==> src/rtl/core/crw_ram.sv <==
module crw_ram #(
    parameter int DATA_W = 8,
    parameter int DEPTH  = 64,
    parameter int ADDR_W = (DEPTH > 1) ? $clog2(DEPTH) : 1
) (
    input  logic              clk,
    input  logic              wen,
    input  logic [ADDR_W-1:0] waddr,
    input  logic [DATA_W-1:0] wdata,
    input  logic              ren,
    input  logic [ADDR_W-1:0] raddr,
    output logic [DATA_W-1:0] rdata
);

    logic [DATA_W-1:0] mem [DEPTH];

    always_ff @(posedge clk)
    begin
        if (wen)
        begin
            mem[waddr] <= wdata;
        end
    end

    always_ff @(posedge clk)
    begin
        if (ren)
        begin
            rdata <= mem[raddr];
        end
    end

endmodule

==> config.mk <==
export PLATFORM = sky130hd
export DESIGN_NAME = crw_ram
export DESIGN_NICKNAME = d
export VERILOG_FILES = /design/src/rtl/core/crw_ram.sv
export SDC_FILE = /design/constraint.sdc
export NUM_CORES = 1
export LEC_CHECK = 0
export BUFFER_PORTS_ARGS = -buffer_cell sky130_fd_sc_hd__buf_4
export CAP_MARGIN = 20
export CORE_ASPECT_RATIO = 0.6
export CORE_MARGIN = 5
export CORE_UTILIZATION = 55
export DETAILED_ROUTE_END_ITERATION = 8
export HOLD_SLACK_MARGIN = 0.05
export PLACE_DENSITY = 0.71
export SYNTH_ARGS = -nofsm -noshare
export SYNTH_HDL_FRONTEND = slang
export SYNTH_SLANG_ARGS = --single-unit
==> constraint.sdc <==
create_clock -name clk -period 6.5 [get_ports clk]
set_input_delay 1.3 -clock clk [delete_from_list [all_inputs] [get_ports clk]]
set_output_delay 1.3 -clock clk [all_outputs]
set_load 0.02 [all_outputs]
**Word level (Yosys, flattened, before mapping)**

Memory sizes are Yosys's and may differ from the RTL's. A register that Yosys moved wholly into a read port is not among the register bits.
Cells that the tools add are included.

- Mux-type cells: 2

Operator list:

| operator | number |
|---|---|
| $mux W1 | 2 |

- Register bits after elaboration: 0
- RAM bits: 512
- Input bits: 23
- Output and inout bits: 8
- Memories: 1

Memories:

| memory | depth | bits a word | rd ports | clocked after Yosys merged registers in | wr ports | RTL line | RTL |
|---|---|---|---|---|---|---|---|
| mem | 64 | 8 | 1 | 1 | 1 | 15 | `logic [DATA_W-1:0] mem [DEPTH];` |

**Longest topological paths before layout**

- Word-level depth: 2
- Mapped depth: 9
- Mapped depth without buffers: 5

**Worst setup path after synthesis**

OpenSTA, ideal clock, no wires.

- Kind: in2reg
- From: input port raddr[1]
- To: register rdata[3] (read register of mem) (data pin)
- Arrival: 2840 ps
- Required time: 6234 ps
- Slack: 3394 ps
- Stages on the path: 7
- Path buffers: 3
- Cells stage by stage: buf_4 -> buf_2 -> buf_2 -> mux4_2 -> mux4_2 -> o21ai_1 -> o41ai_1

RTL lines:

| what | RTL line | RTL |
|---|---|---|
| start, declared | 11 | `input logic [ADDR_W-1:0] raddr,` |
| end, declared | 12 | `output logic [DATA_W-1:0] rdata` |

==> results by group <==
Synth
  • Syn_nets: slightly below 1000
  • Synth cell count leaders: edfxtp_1, mux4_2, nor2_1, mux2i_1, nand2_1
  • Syn Inst Count: between 900 and 1000
  • Leading post-synthesis cells by cell area: edfxtp_1, mux4_2, nor2_1
  • Synthesis-stage register bit count: 520
  • Post-Syn Area: about 20000 um^2
  • Syn avg cell area: about 22 um^2
  • Unique cell type count in the Yosys netlist: 39
  • Synth Flop Type: edfxtp_1
  • Async S/R FF share, synth: 0%
  • Ys Warns: 0
  • Largest area contributor in the netlist: edfxtp_1
  • Sequential-to-total area share from yosys stat: 77.12%
  • Top-count cell post-synth: edfxtp_1
  • Share of the synthesized area in the top cell type: approximately 77%
  • Post-synth EDFFs: 520

Finish
  • Fin area: 22360 um^2
  • Ant. Diodes: 0
  • Fillers: approximately 2500
  • Area growth, synth to finish: 10.41%
  • Share of cells above drive strength 1: roughly a quarter
  • Nets: 999
  • Final Util: 61.50%
  • Post-Layout Cell Count: 1488

Drt
  • Routed vias: 9723
  • Post-route ant nets: 0
  • WL/cell: 30.09 um
  • Drt pass-1 iters: 5
  • Post-route DRC violation count: 0
  • Initial DRC Count: 1225
  • Routed Wire Length: 44770 um
  • Via density: 6.534

Floorplanning
  • Core area: 36350 um^2
  • I/O pin count: 31
  • DIE WIDTH: roughly 260 um
  • Row count: 54
  • Initial Util: 55.70%
  • Die area: 40880 um^2
  • Die Y: approximately 160 um

Timing
  • Final Critical Period: 3.674 ns
  • Fin. Hold Viols: 0
  • Sum Neg Setup Slack: 0 ns
  • Fmax: approximately 270 MHz
  • RSZ-0062 raised after global routing: false
  • Final setup vio count: 0
  • Slew Limit Fails: 0
  • Relative slew slack: between 20% and 30%
  • Clock Skews: 0.01225 ns
  • Final Cycle Share: 56.53%
  • Worst slew pin tran: 1.069 ns
  • Worst hold slack: 0.9398 ns

GRT
  • Largest net degree at the start of global routing: 66
  • Antenna violations before repair: 0
  • GRT Util Overall: 22.50%
  • Vias in the first global route: about 9600
  • First-pass GRT wire length: 66590 um
  • Grt ovf: 0

Power
  • Pwr/cell area: slightly above 300 nW/um^2
  • Leak: about 0.0069 uW
  • Maximum VDD drop: 0.2344 mV

Worst setup path
  • Critical Path Max Stage Delay: slightly below 0.8 ns
  • Critical Path Start Type: input pin
  • CP dominant cell by count: buf_4
  • WP buf/inv: 3
  • CP Cell Sequence: buf_4, buf_4, mux4_2, nor2b_1, a2111oi_0, buf_4, o41ai_1
  • Worst Path Required: 6.81 ns
  • Setup CP Type: input pin to flop
  • Crit path max-delay cell type: buf_4
  • Worst Path Max Fanout: 51
  • Crit path max-delay family: buffers and inverters
  • Crit path DAT: 3.98 ns
  • CP Capture Type: flop

Run
  • Max_cap viols: 0

Clocking
  • CTS tree: built
  • Hold Buf Count CTS: 0
  • Clock-pin slew on the worst setup and hold paths: around 0.070 ns
  • Clk Latency, worst-skew pair: 0.56 ns
  • Clock Path Buffers: 3
  • CTS Buf Count: 45
  • Clock Sinks: between 500 and 600
  • Htree depth: 2
  • Post-CTS Setup Bufs: 0
  • Clock Tree Root: clkbuf_16
  • Post-cts resize count: 0

Place
  • Port bufs: 30
  • Placed cells: ~1400
  • Post-detail-place hpwl: 26670 um
  • RD Place Congestion: 0.8226
  • DP Area: 20850 um^2

Hold path
  • Min-Delay Path Class: flop to flop

Status
  • Status: completed
## metrics by stage
step,setup slack [ns],power (uW)
floorplan,3.394,3999
global placement,2.293,4137
global route,2.720,7045
detailed placement,2.262,4145
CTS,2.866,6882
finish,2.826,6843
## area by class of cell
| cell class | count | area (um^2) | area share (%) |
|---|---|---|---|
| Clock buffer | 59 | 1221 | 5.463 |
| Clock inverter | 24 | 289.0 | 1.293 |
| Multi-Input combinational cell | 369 | 4315 | 19.30 |
| Sequential cell | 520 | 15620 | 69.85 |
| Tap cell | 476 | 595.6 | 2.664 |
| Timing Repair Buffer | 40 | 319.1 | 1.427 |
## worst paths after layout
check                            end  slack (ns)  cells after the start            startpoint
hold / removal    rdata[6]$_DFFE_PP_        0.94                      3  mem[31][6]$_DFFE_PP_
setup / recovery  rdata[3]$_DFFE_PP_        2.83                      7              raddr[1]
hold reg to reg   rdata[6]$_DFFE_PP_        0.94                      3  mem[31][6]$_DFFE_PP_
setup reg to reg  rdata[0]$_DFFE_PP_        4.19                      4  mem[47][0]$_DFFE_PP_
## power breakdown
part	total [uW]	leakage (uW)	internal, uW	switching, uW
combinational	342	0.00148	127	215
sequential	3730	0.00469	3720	10.2
clock	2770	0.000724	1600	1170
## per-layer routing
| metal | GRT usage (%) | part of all wire [%] | routed length [um] |
|---|---|---|---|
| met5 | 0 | 0 | 0 |
| met4 | 4.978 | 2.0 | 898 |
| met3 | 6.625 | 12 | 5346 |
| met2 | 31.88 | 43 | 19230 |
| met1 | 35.39 | 43 | 19300 |
## worst register-to-register path: stages, from the launching register on
cell       delay, ns
edfxtp_1        0.37
mux4_2          0.50
mux2_2          0.28
a221oi_1        0.75
o2bb2ai_1       0.15
## flip-flops by register name, summed over array words and instances (netlist names)
| register | cells |
|---|---|
| mem | 512 |
| rdata | 8 |
## cells by family (layout without fill, tap and decap cells)
logic type             Yosys count  after routing  synth area share [%]
muxes                          162            162                 15.88
buffers and inverters           51            123                 1.563
DFF                            520            520                 77.12
and+or+nand+nor                153            153                 3.374
AOI/OAI and AO/OA               54             54                 2.064
## cell usage in the layout, fill, tap and decap left out, drive strengths merged, types with 2 or more instances in the layout
master,netlist,routed
nor2,83,83
a2111oi,2,2
o221ai,8,8
clkinvlp,0,2
o22ai,8,8
buf,34,39
a221oi,6,6
nand3b,3,3
nor3,7,7
bufinv,0,7
mux2i,23,23
a22oi,3,3
mux2,13,13
a211oi,4,4
nand4,2,2
o32ai,2,2
o2111ai,3,3
o2bb2ai,3,3
nor4,2,2
mux4,126,126
o41ai,2,2
nand2b,7,7
nand3,13,13
clkbuf,17,60
o221a,2,2
clkinv,0,14
o21ai,4,4
o21a,2,2
a21oi,3,3
nand2,19,19
nor2b,14,14
edfxtp,520,520
Note: power is estimated with default switching activity, not from simulation.
